==> src/hdl/blist_pkg.sv <==
// Shared constants, command and status codes and the store request type
// for the bounded list engine. No dependencies.
package blist_pkg;

  // Sizing.
  localparam int LIST_DEPTH = 64;
  localparam int DATA_W     = 32;
  localparam int ACT_W      = 4;
  localparam int STAT_W     = 3;
  localparam int ADDR_W     = (LIST_DEPTH > 1) ? $clog2(LIST_DEPTH) : 1;
  localparam int CNT_W      = $clog2(LIST_DEPTH + 1);

  // Command codes.
  localparam logic [ACT_W-1:0] ACT_ADD_FRONT  = 4'd0;
  localparam logic [ACT_W-1:0] ACT_ADD_BACK   = 4'd1;
  localparam logic [ACT_W-1:0] ACT_REM_FRONT  = 4'd2;
  localparam logic [ACT_W-1:0] ACT_REM_BACK   = 4'd3;
  localparam logic [ACT_W-1:0] ACT_CLEAR      = 4'd4;
  localparam logic [ACT_W-1:0] ACT_REM_VALUE  = 4'd5;
  localparam logic [ACT_W-1:0] ACT_READ_ALL   = 4'd6;
  localparam logic [ACT_W-1:0] ACT_READ_FIRST = 4'd7;
  localparam logic [ACT_W-1:0] ACT_READ_LAST  = 4'd8;

  // Result status codes.
  localparam logic [STAT_W-1:0] ST_DONE     = 3'd0;
  localparam logic [STAT_W-1:0] ST_ELEM     = 3'd1;
  localparam logic [STAT_W-1:0] ST_EMPTY    = 3'd2;
  localparam logic [STAT_W-1:0] ST_FULL     = 3'd3;
  localparam logic [STAT_W-1:0] ST_NOTFOUND = 3'd4;

  // Access request from the sequencer to the entry store.
  typedef struct packed {
    logic              wr_en;
    logic [ADDR_W-1:0] wr_addr;
    logic [DATA_W-1:0] wr_data;
    logic              rd_en;
    logic [ADDR_W-1:0] rd_addr;
  } ram_req_t;

endpackage

==> src/hdl/blist_ram.sv <==
// Generic single-clock RAM with one write port and one registered read port.
// No dependencies.
module blist_ram #(
  parameter int WIDTH = 32,
  parameter int DEPTH = 64,
  localparam int AW   = (DEPTH > 1) ? $clog2(DEPTH) : 1
) (
  input  logic             clk,
  input  logic             wr_en,
  input  logic [AW-1:0]    wr_addr,
  input  logic [WIDTH-1:0] wr_data,
  input  logic             rd_en,
  input  logic [AW-1:0]    rd_addr,
  output logic [WIDTH-1:0] rd_data
);

  logic [WIDTH-1:0] mem [DEPTH];
  logic [WIDTH-1:0] rd_data_r;

  // Write and registered read; the read data holds while no read is issued.
  always_ff @(posedge clk) begin
    if (wr_en) begin
      mem[wr_addr] <= wr_data;
    end
    if (rd_en) begin
      rd_data_r <= mem[rd_addr];
    end
  end

  assign rd_data = rd_data_r;

endmodule

==> src/hdl/blist_ctrl.sv <==
// Command sequencer for the bounded list engine: head and count registers,
// store walks for remove-by-value and reads, and the result register.
// Depends on blist_pkg.
module blist_ctrl (
  input  logic                            clk,
  input  logic                            rst_n,
  input  logic                            in_valid,
  output logic                            in_ready,
  input  logic [blist_pkg::ACT_W-1:0]     in_action,
  input  logic signed [blist_pkg::DATA_W-1:0] in_operand,
  output logic                            out_valid,
  input  logic                            out_ready,
  output logic [blist_pkg::STAT_W-1:0]    out_status,
  output logic signed [blist_pkg::DATA_W-1:0] out_element,
  output logic                            out_last_of_run,
  output blist_pkg::ram_req_t             ram_req,
  input  logic [blist_pkg::DATA_W-1:0]    ram_rd_data
);
  import blist_pkg::*;

  localparam logic [1:0] S_IDLE = 2'd0;
  localparam logic [1:0] S_EXEC = 2'd1;
  localparam logic [1:0] S_SCAN = 2'd2;
  localparam logic [1:0] S_READ = 2'd3;

  logic [1:0]        state_r, state_nxt;
  logic [ADDR_W-1:0] head_r, head_nxt;
  logic [CNT_W-1:0]  count_r, count_nxt;
  logic [ACT_W-1:0]  act_r, act_nxt;
  logic [DATA_W-1:0] opnd_r, opnd_nxt;
  logic [CNT_W-1:0]  rd_k_r, rd_k_nxt;
  logic [CNT_W-1:0]  end_k_r, end_k_nxt;
  logic              dv_r, dv_nxt;
  logic [CNT_W-1:0]  k_d_r, k_d_nxt;
  logic [ADDR_W-1:0] addr_d_r, addr_d_nxt;
  logic [ADDR_W-1:0] prev_addr_r, prev_addr_nxt;
  logic              found_r, found_nxt;
  logic              out_valid_r, out_valid_nxt;
  logic [STAT_W-1:0] out_status_r, out_status_nxt;
  logic [DATA_W-1:0] out_element_r, out_element_nxt;
  logic              out_last_r, out_last_nxt;

  logic              out_can_load;
  logic [DATA_W-2:0] n_val;
  logic              n_zero;
  logic              n_big;
  logic [CNT_W-1:0]  len;
  logic              list_full;
  logic              list_empty;
  logic [ADDR_W-1:0] head_dec;
  logic [ADDR_W-1:0] rd_slot;
  logic              match;
  logic              last_arr;
  logic              res_load;
  logic [STAT_W-1:0] res_status;

  // Position of an offset from a base, wrapped modulo the list depth.
  function automatic logic [ADDR_W-1:0] slot_of(input logic [ADDR_W-1:0] base,
                                                input logic [CNT_W-1:0] off);
    logic [CNT_W:0] sum;
    sum = (CNT_W+1)'(base) + (CNT_W+1)'(off);
    if (sum >= (CNT_W+1)'(LIST_DEPTH)) begin
      sum = sum - (CNT_W+1)'(LIST_DEPTH);
    end
    return sum[ADDR_W-1:0];
  endfunction

  // Decoded operand and list status.
  assign out_can_load = !out_valid_r || out_ready;
  assign n_val      = opnd_r[DATA_W-1] ? '0 : opnd_r[DATA_W-2:0];
  assign n_zero     = (n_val == '0);
  assign n_big      = (n_val > (DATA_W-1)'(count_r));
  assign len        = n_big ? count_r : n_val[CNT_W-1:0];
  assign list_full  = (count_r == CNT_W'(LIST_DEPTH));
  assign list_empty = (count_r == '0);
  assign head_dec   = (head_r == '0) ? ADDR_W'(LIST_DEPTH - 1) : head_r - 1'b1;
  assign rd_slot    = slot_of(head_r, rd_k_r);
  assign match      = (ram_rd_data == opnd_r);
  assign last_arr   = (k_d_r == end_k_r - 1'b1);

  // Next-state logic.
  always_comb begin
    state_nxt       = state_r;
    head_nxt        = head_r;
    count_nxt       = count_r;
    act_nxt         = act_r;
    opnd_nxt        = opnd_r;
    rd_k_nxt        = rd_k_r;
    end_k_nxt       = end_k_r;
    dv_nxt          = 1'b0;
    k_d_nxt         = k_d_r;
    addr_d_nxt      = addr_d_r;
    prev_addr_nxt   = prev_addr_r;
    found_nxt       = found_r;
    out_valid_nxt   = out_valid_r;
    out_status_nxt  = out_status_r;
    out_element_nxt = out_element_r;
    out_last_nxt    = out_last_r;
    res_load        = 1'b0;
    res_status      = ST_DONE;
    ram_req.wr_en   = 1'b0;
    ram_req.wr_addr = head_dec;
    ram_req.wr_data = opnd_r;
    ram_req.rd_en   = 1'b0;
    ram_req.rd_addr = rd_slot;

    // The result register empties when its transaction completes.
    if (out_valid_r && out_ready) begin
      out_valid_nxt = 1'b0;
    end

    case (state_r)
      S_IDLE: begin
        if (in_valid) begin
          act_nxt   = in_action;
          opnd_nxt  = in_operand;
          state_nxt = S_EXEC;
        end
      end

      // Execute the command once the result register is free.
      S_EXEC: begin
        if (out_can_load) begin
          state_nxt = S_IDLE;
          res_load  = 1'b1;
          case (act_r)
            ACT_ADD_FRONT: begin
              if (list_full) begin
                res_status = ST_FULL;
              end else begin
                head_nxt        = head_dec;
                ram_req.wr_en   = 1'b1;
                ram_req.wr_addr = head_dec;
                count_nxt       = count_r + 1'b1;
              end
            end
            ACT_ADD_BACK: begin
              if (list_full) begin
                res_status = ST_FULL;
              end else begin
                ram_req.wr_en   = 1'b1;
                ram_req.wr_addr = slot_of(head_r, count_r);
                count_nxt       = count_r + 1'b1;
              end
            end
            ACT_REM_FRONT: begin
              if (list_empty) begin
                res_status = ST_EMPTY;
              end else begin
                head_nxt  = slot_of(head_r, CNT_W'(1));
                count_nxt = count_r - 1'b1;
              end
            end
            ACT_REM_BACK: begin
              if (list_empty) begin
                res_status = ST_EMPTY;
              end else begin
                count_nxt = count_r - 1'b1;
              end
            end
            ACT_CLEAR: begin
              head_nxt  = '0;
              count_nxt = '0;
            end
            ACT_REM_VALUE: begin
              if (list_empty) begin
                res_status = ST_EMPTY;
              end else begin
                res_load  = 1'b0;
                rd_k_nxt  = '0;
                end_k_nxt = count_r;
                found_nxt = 1'b0;
                state_nxt = S_SCAN;
              end
            end
            ACT_READ_ALL: begin
              if (list_empty) begin
                res_status = ST_EMPTY;
              end else begin
                res_load  = 1'b0;
                rd_k_nxt  = '0;
                end_k_nxt = count_r;
                state_nxt = S_READ;
              end
            end
            ACT_READ_FIRST: begin
              if (list_empty) begin
                res_status = ST_EMPTY;
              end else if (!n_zero) begin
                res_load  = 1'b0;
                rd_k_nxt  = '0;
                end_k_nxt = len;
                state_nxt = S_READ;
              end
            end
            ACT_READ_LAST: begin
              if (list_empty) begin
                res_status = ST_EMPTY;
              end else if (!n_zero) begin
                res_load  = 1'b0;
                rd_k_nxt  = count_r - len;
                end_k_nxt = count_r;
                state_nxt = S_READ;
              end
            end
            default: begin
              res_status = ST_DONE;
            end
          endcase
        end
      end

      // Remove by value: one read per cycle; after the match each entry
      // arriving from the store is written one position toward the front.
      S_SCAN: begin
        if (rd_k_r < end_k_r) begin
          ram_req.rd_en = 1'b1;
          rd_k_nxt      = rd_k_r + 1'b1;
          dv_nxt        = 1'b1;
          k_d_nxt       = rd_k_r;
          addr_d_nxt    = rd_slot;
        end
        if (dv_r) begin
          prev_addr_nxt = addr_d_r;
          if (found_r) begin
            ram_req.wr_en   = 1'b1;
            ram_req.wr_addr = prev_addr_r;
            ram_req.wr_data = ram_rd_data;
          end else if (match) begin
            found_nxt = 1'b1;
          end
          if (last_arr) begin
            state_nxt = S_IDLE;
            res_load  = 1'b1;
            if (found_r || match) begin
              count_nxt  = count_r - 1'b1;
              res_status = ST_DONE;
            end else begin
              res_status = ST_NOTFOUND;
            end
          end
        end
      end

      // Reads: one store read in flight; it is issued only when the result
      // register is sure to be free on arrival.
      S_READ: begin
        if (dv_r) begin
          out_valid_nxt   = 1'b1;
          out_status_nxt  = ST_ELEM;
          out_element_nxt = ram_rd_data;
          out_last_nxt    = last_arr;
          if (last_arr) begin
            state_nxt = S_IDLE;
          end
        end else if (out_can_load && (rd_k_r < end_k_r)) begin
          ram_req.rd_en = 1'b1;
          rd_k_nxt      = rd_k_r + 1'b1;
          dv_nxt        = 1'b1;
          k_d_nxt       = rd_k_r;
        end
      end

      default: begin
        state_nxt = S_IDLE;
      end
    endcase

    // Single status result.
    if (res_load) begin
      out_valid_nxt   = 1'b1;
      out_status_nxt  = res_status;
      out_element_nxt = '0;
      out_last_nxt    = 1'b1;
    end
  end

  // Control registers.
  always_ff @(posedge clk) begin
    if (!rst_n) begin
      state_r     <= S_IDLE;
      head_r      <= '0;
      count_r     <= '0;
      dv_r        <= 1'b0;
      found_r     <= 1'b0;
      out_valid_r <= 1'b0;
    end else begin
      state_r     <= state_nxt;
      head_r      <= head_nxt;
      count_r     <= count_nxt;
      dv_r        <= dv_nxt;
      found_r     <= found_nxt;
      out_valid_r <= out_valid_nxt;
    end
  end

  // Payload registers.
  always_ff @(posedge clk) begin
    act_r         <= act_nxt;
    opnd_r        <= opnd_nxt;
    rd_k_r        <= rd_k_nxt;
    end_k_r       <= end_k_nxt;
    k_d_r         <= k_d_nxt;
    addr_d_r      <= addr_d_nxt;
    prev_addr_r   <= prev_addr_nxt;
    out_status_r  <= out_status_nxt;
    out_element_r <= out_element_nxt;
    out_last_r    <= out_last_nxt;
  end

  assign in_ready        = (state_r == S_IDLE);
  assign out_valid       = out_valid_r;
  assign out_status      = out_status_r;
  assign out_element     = out_element_r;
  assign out_last_of_run = out_last_r;

endmodule

==> src/hdl/bounded_list_engine.sv <==
// Top level of the bounded list engine: command sequencer and entry store.
// Depends on blist_pkg, blist_ram and blist_ctrl.
//
// A double-ended list of up to LIST_DEPTH signed 32-bit values held in one
// synchronous RAM with head and count registers. Every command transaction
// gives one status result, except reads that find elements, which give
// one result per element from front to back with last_of_run on the final
// one. Edit commands are executed once the result register is free.
// Remove-by-value walks the list through the single RAM read port, one
// entry per cycle, shifting later entries forward as it goes. Reads keep
// one RAM read in flight, each sent only when the output register will be
// free to take it. A new command is accepted while the last result waits.
module bounded_list_engine (
  input  logic                                 clk,
  input  logic                                 rst_n,
  input  logic                                 in_valid,
  output logic                                 in_ready,
  input  logic [blist_pkg::ACT_W-1:0]          in_action,
  input  logic signed [blist_pkg::DATA_W-1:0]  in_operand,
  output logic                                 out_valid,
  input  logic                                 out_ready,
  output logic [blist_pkg::STAT_W-1:0]         out_status,
  output logic signed [blist_pkg::DATA_W-1:0]  out_element,
  output logic                                 out_last_of_run
);
  import blist_pkg::*;

  ram_req_t          ram_req;
  logic [DATA_W-1:0] ram_rd_data;

  // Sequencer.
  blist_ctrl u_ctrl (
    .clk             (clk),
    .rst_n           (rst_n),
    .in_valid        (in_valid),
    .in_ready        (in_ready),
    .in_action       (in_action),
    .in_operand      (in_operand),
    .out_valid       (out_valid),
    .out_ready       (out_ready),
    .out_status      (out_status),
    .out_element     (out_element),
    .out_last_of_run (out_last_of_run),
    .ram_req         (ram_req),
    .ram_rd_data     (ram_rd_data)
  );

  // Entry store.
  blist_ram #(
    .WIDTH (DATA_W),
    .DEPTH (LIST_DEPTH)
  ) u_store (
    .clk     (clk),
    .wr_en   (ram_req.wr_en),
    .wr_addr (ram_req.wr_addr),
    .wr_data (ram_req.wr_data),
    .rd_en   (ram_req.rd_en),
    .rd_addr (ram_req.rd_addr),
    .rd_data (ram_rd_data)
  );

endmodule
==> config.mk <==
export PLATFORM = sky130hd
export DESIGN_NAME = bounded_list_engine
export DESIGN_NICKNAME = d
export VERILOG_FILES = /design/src/hdl/blist_pkg.sv /design/src/hdl/blist_ram.sv /design/src/hdl/blist_ctrl.sv /design/src/hdl/bounded_list_engine.sv
export SDC_FILE = /design/constraint.sdc
export NUM_CORES = 2
export LEC_CHECK = 0
export BUFFER_PORTS_ARGS = -buffer_cell sky130_fd_sc_hd__clkbuf_2
export CAP_MARGIN = 20
export CORE_AREA = 2 2 401 403
export DETAILED_ROUTE_END_ITERATION = 10
export DIE_AREA = 0 0 403 405
export GPL_TIMING_DRIVEN = 1
export MAX_ROUTING_LAYER = met4
export PLACE_DENSITY = 0.67
export SLEW_MARGIN = 20
export SYNTH_ARGS = -nofsm -noshare
export SYNTH_HDL_FRONTEND = slang
export SYNTH_HIERARCHICAL = 1
export SYNTH_SLANG_ARGS = --single-unit
export TNS_END_PERCENT = 20
==> constraint.sdc <==
create_clock -name clk -period 7.7 [get_ports clk]
set_clock_uncertainty 0.1 [all_clocks]
set_input_delay 0.385 -clock clk [delete_from_list [all_inputs] [get_ports clk]]
set_output_delay 0.385 -clock clk [all_outputs]
set_load 0.005 [all_outputs]
==> impl_metrics.json <==
{
  "portBuffers": 77,
  "async_flop_share": 0,
  "hold_viol_final": 0,
  "ys_types": 80,
  "hold_class": "in -> reg",
  "setup.worst_path.end_class": "register",
  "finalSetupTns_ns": 0,
  "first_global_vias": 43000,
  "grt_max_degree": 122,
  "grt_usage": 0.3003,
  "status": "completed",
  "synth_common_cells": "2152 x edfxtp_1, 446 x mux4_2, 199 x mux2i_1",
  "min_period_ns": 5.244,
  "synthesis.nets": 4444,
  "antenna_found_initial": 17,
  "yosysWarningCount": 6,
  "num_vias": 45510,
  "cp.required_ns": 8.05,
  "drtAntennaViolNets": 0,
  "max_freq_ghz": 0.1907,
  "worstPathMaxFanout": 32,
  "via_per_inst": 6.664,
  "dp_hpwl_um": 141700,
  "worstSetupPathDepth": 11,
  "cap_violations": 0,
  "syn_avg_cell_area_um2": 19.88,
  "final_nets": 4626,
  "die_w_um": 403,
  "clock_latency_ns": 0.86,
  "die_area_um2": 163200,
  "core_um2": 159300,
  "reg2reg_slack_ns": 2.46,
  "clockBufferDepth": 3,
  "wl_per_cell_um": 34.76,
  "clock-sinks": 2203,
  "cts-root-buf": "clkbuf_16",
  "slowest_delay_ns": 1.24,
  "finalSetupViolCount": 0,
  "synth_ff_type": "edfxtp_1",
  "grt-ovfl-total": 0,
  "switching_share": 0.2430,
  "max_slew_margin": 0.2148,
  "drc": 0,
  "yosysSeqAreaShare": 0.7556,
  "p_leak_nw": 30.84,
  "initial_core_util": 0.5454,
  "vdd_ir_drop_max_mv": 0.1951,
  "arrival_ns": 5.59,
  "synth-seq-cells": 2203,
  "drive_gt1_frac": 0.2239,
  "netlist.area_leader.share": 0.7439,
  "post-synth-top-area-cell": "edfxtp_1",
  "worstReg2RegEnd": "u_store/mem[23][22]",
  "cp-endpoint": "u_store/mem[23][22]",
  "seqCellArea_um2": 65640,
  "first_iter_violations": 7148,
  "cts_inserted_buffers": 209,
  "cts_tree": "built",
  "grt_pass1_wl_um": 331500,
  "r2r-start": "u_ctrl/count_r[1]",
  "clkPwrFrac": 0.384,
  "wl_um": 237300,
  "max_slew.worst_pin.slew_ns": 1.171,
  "cp_num_buf_inv": 1,
  "num_io_pins": 78,
  "startpoint_type": "register",
  "rsz0062_at_grt": "no",
  "synth_edf_count": 2152,
  "syn_inst": 4370,
  "multi_input_area_um2": 20390,
  "p_seq_frac": 0.503,
  "h-tree-depth": 4,
  "first_pass_iters": 6,
  "yosys.cell_count.top_type": "edfxtp_1",
  "clk_pin_slew_ns": 0.06,
  "synthesis.area_um2": 86870,
  "fillerInstances": 11020,
  "setup_slack_ns": 2.456,
  "power.density_nw_per_um2": 271.0,
  "critical_path.startpoint": "u_ctrl/count_r[1]",
  "die_h_um": 405,
  "num_rows": 147,
  "period_share": 0.6811,
  "gp_congestion": 0.9418,
  "slew_violations": 0,
  "place_ws_ns": 2.643,
  "power_switching_mw": 6.436,
  "path_delay_family": "simple AND/OR/NAND/NOR gates",
  "synthToLayoutAreaGrowth_pct": 12.54,
  "worstRegToRegCells": 11,
  "cp_slowest_cell": "nor2_4",
  "p_int_mw": 20.05,
  "crit_chain": "inv_1, ha_1, nand3_1, and4_1, nand2_1, o21ai_0, a22o_1, nand2_1, o21ai_0, nand4_1, nor2_4",
  "comb_power_share": 0.113,
  "synthTopCellsByArea": "edfxtp_1 74%, mux4_2 12%, mux2i_1 2.3%, dfxtp_1 1.2%, a22oi_1 1.1%",
  "critPathKind": "reg -> reg",
  "hold_ws_ns": 0.1537
}
-- logic make-up after synthesis --
logic type | count (synthesis) | share of synthesized area
adders and majority gates | 36 | 0.005300
DFF | 2203 | 0.7556
muxes | 646 | 0.1387
buffers and inverters | 288 | 0.01894
xor gates and xnor gates | 67 | 0.006755
and+or+nand+nor | 619 | 0.03343
AOI/OAI and AO/OA | 511 | 0.04125
-- per-stage QoR --
step                std cells  power (mW)    util  area [um^2]
finish                   6829       26.49  0.6138        97770
global route             6827       27.15  0.6138        97760
CTS                      6801       26.57  0.6107        97270
detailed placement       6368       16.51  0.5658        90120
global placement         6357       16.49  0.5640        89840
floorplan                4370       15.35       -        86870
-- power groups by stage --
stage	Sequential (mW)	Clock (mW)	Combinational (mW)
global placement	13.6	0	2.91
floorplan	13.6	0	1.80
global route	13.3	10.7	3.09
CTS	13.3	10.3	2.96
finish	13.3	10.2	3.00
detailed placement	13.6	0	2.94
-- state kept, by name (all words and copies together), names as in the netlist, 3 cells and up --
signal,count
u_ctrl/head_r,6
u_ctrl/out_status,3
u_ctrl/count_r,7
u_ctrl/prev_addr_r,6
u_ctrl/end_k_r,7
u_ctrl/rd_k_r,7
u_store/mem,2048
u_ctrl/out_element,32
u_ctrl/opnd_r,32
u_ctrl/addr_d_r,6
u_store/rd_data,32
u_ctrl/k_d_r,7
u_ctrl/act_r,4
-- how the worst min path moves through the flow --
stage                             from                     to  slack (ns)  cells past startpoint
CTS                      in_operand[9]       u_ctrl/opnd_r[9]         0.1                      2
global route            in_operand[19]      u_ctrl/opnd_r[19]        0.14                      2
detailed placement  u_ctrl/addr_d_r[2]  u_ctrl/prev_addr_r[2]        0.31                      0
finish                   in_operand[9]       u_ctrl/opnd_r[9]        0.15                      2
global placement    u_ctrl/addr_d_r[5]  u_ctrl/prev_addr_r[5]        0.30                      0
floorplan           u_ctrl/addr_d_r[0]  u_ctrl/prev_addr_r[0]        0.30                      0
-- layout make-up --
type,instances,area share
Antenna cell,8,0.0002048
Clock inverter,128,0.01235
Timing Repair Buffer,220,0.02240
Multi-Input combinational cell,1879,0.2086
Sequential cell,2203,0.6714
Tap cell,2086,0.02670
Clock buffer,266,0.05677
Inverter,39,0.001574
-- cell usage in the layout, fill, tap and decap left out, drive strengths merged, types with 12 or more instances in the layout --
master and count:
mux4 446, nand2 167, o211ai 15, o22ai 47, xnor2 56, nand3 64
a211oi 29, a211o 14, ha 32, clkbuf 343, dfxtp 51, bufinv 21
or2 12, a22oi 128, nor2b 27, buf 104, nand2b 20, a31oi 23
dlygate4sd3 39, a311o 12, edfxtp 2152, o221ai 18, mux2i 199, o21ai 67
o22a 14, nor3 56, clkinv 100, inv 42, a22o 17, a21oi 73
nor2 190
-- worst reg2reg max path, cell delays in order, from the launching register on --
cell and delay (ns):
dfxtp_1 0.64, inv_1 0.20, ha_1 0.27, nand3_1 0.20, and4_1 0.34, nand2_1 0.09, o21ai_0 0.08, a22o_1 0.15
nand2_1 0.05, o21ai_0 0.36, nand4_1 1.09, nor2_4 1.25
-- per-layer routing --
metal | wire length, um | track usage | up-vias
li1 | - | - | 18420
met1 | 92030 | 0.4244 | 23850
met2 | 108400 | 0.4353 | 2811
met3 | 26500 | 0.06154 | 427
met4 | 10400 | 0.1162 | 0
met5 | 0 | - | -
-- timing repair --
item | in CTS | in global routing
endpoints found under the hold margin | 45 | 0
resized for setup | 0 | 0
hold buffers | 39 | 0
setup buffers | 0 | 0
Note: power is estimated with default switching activity, not from simulation.
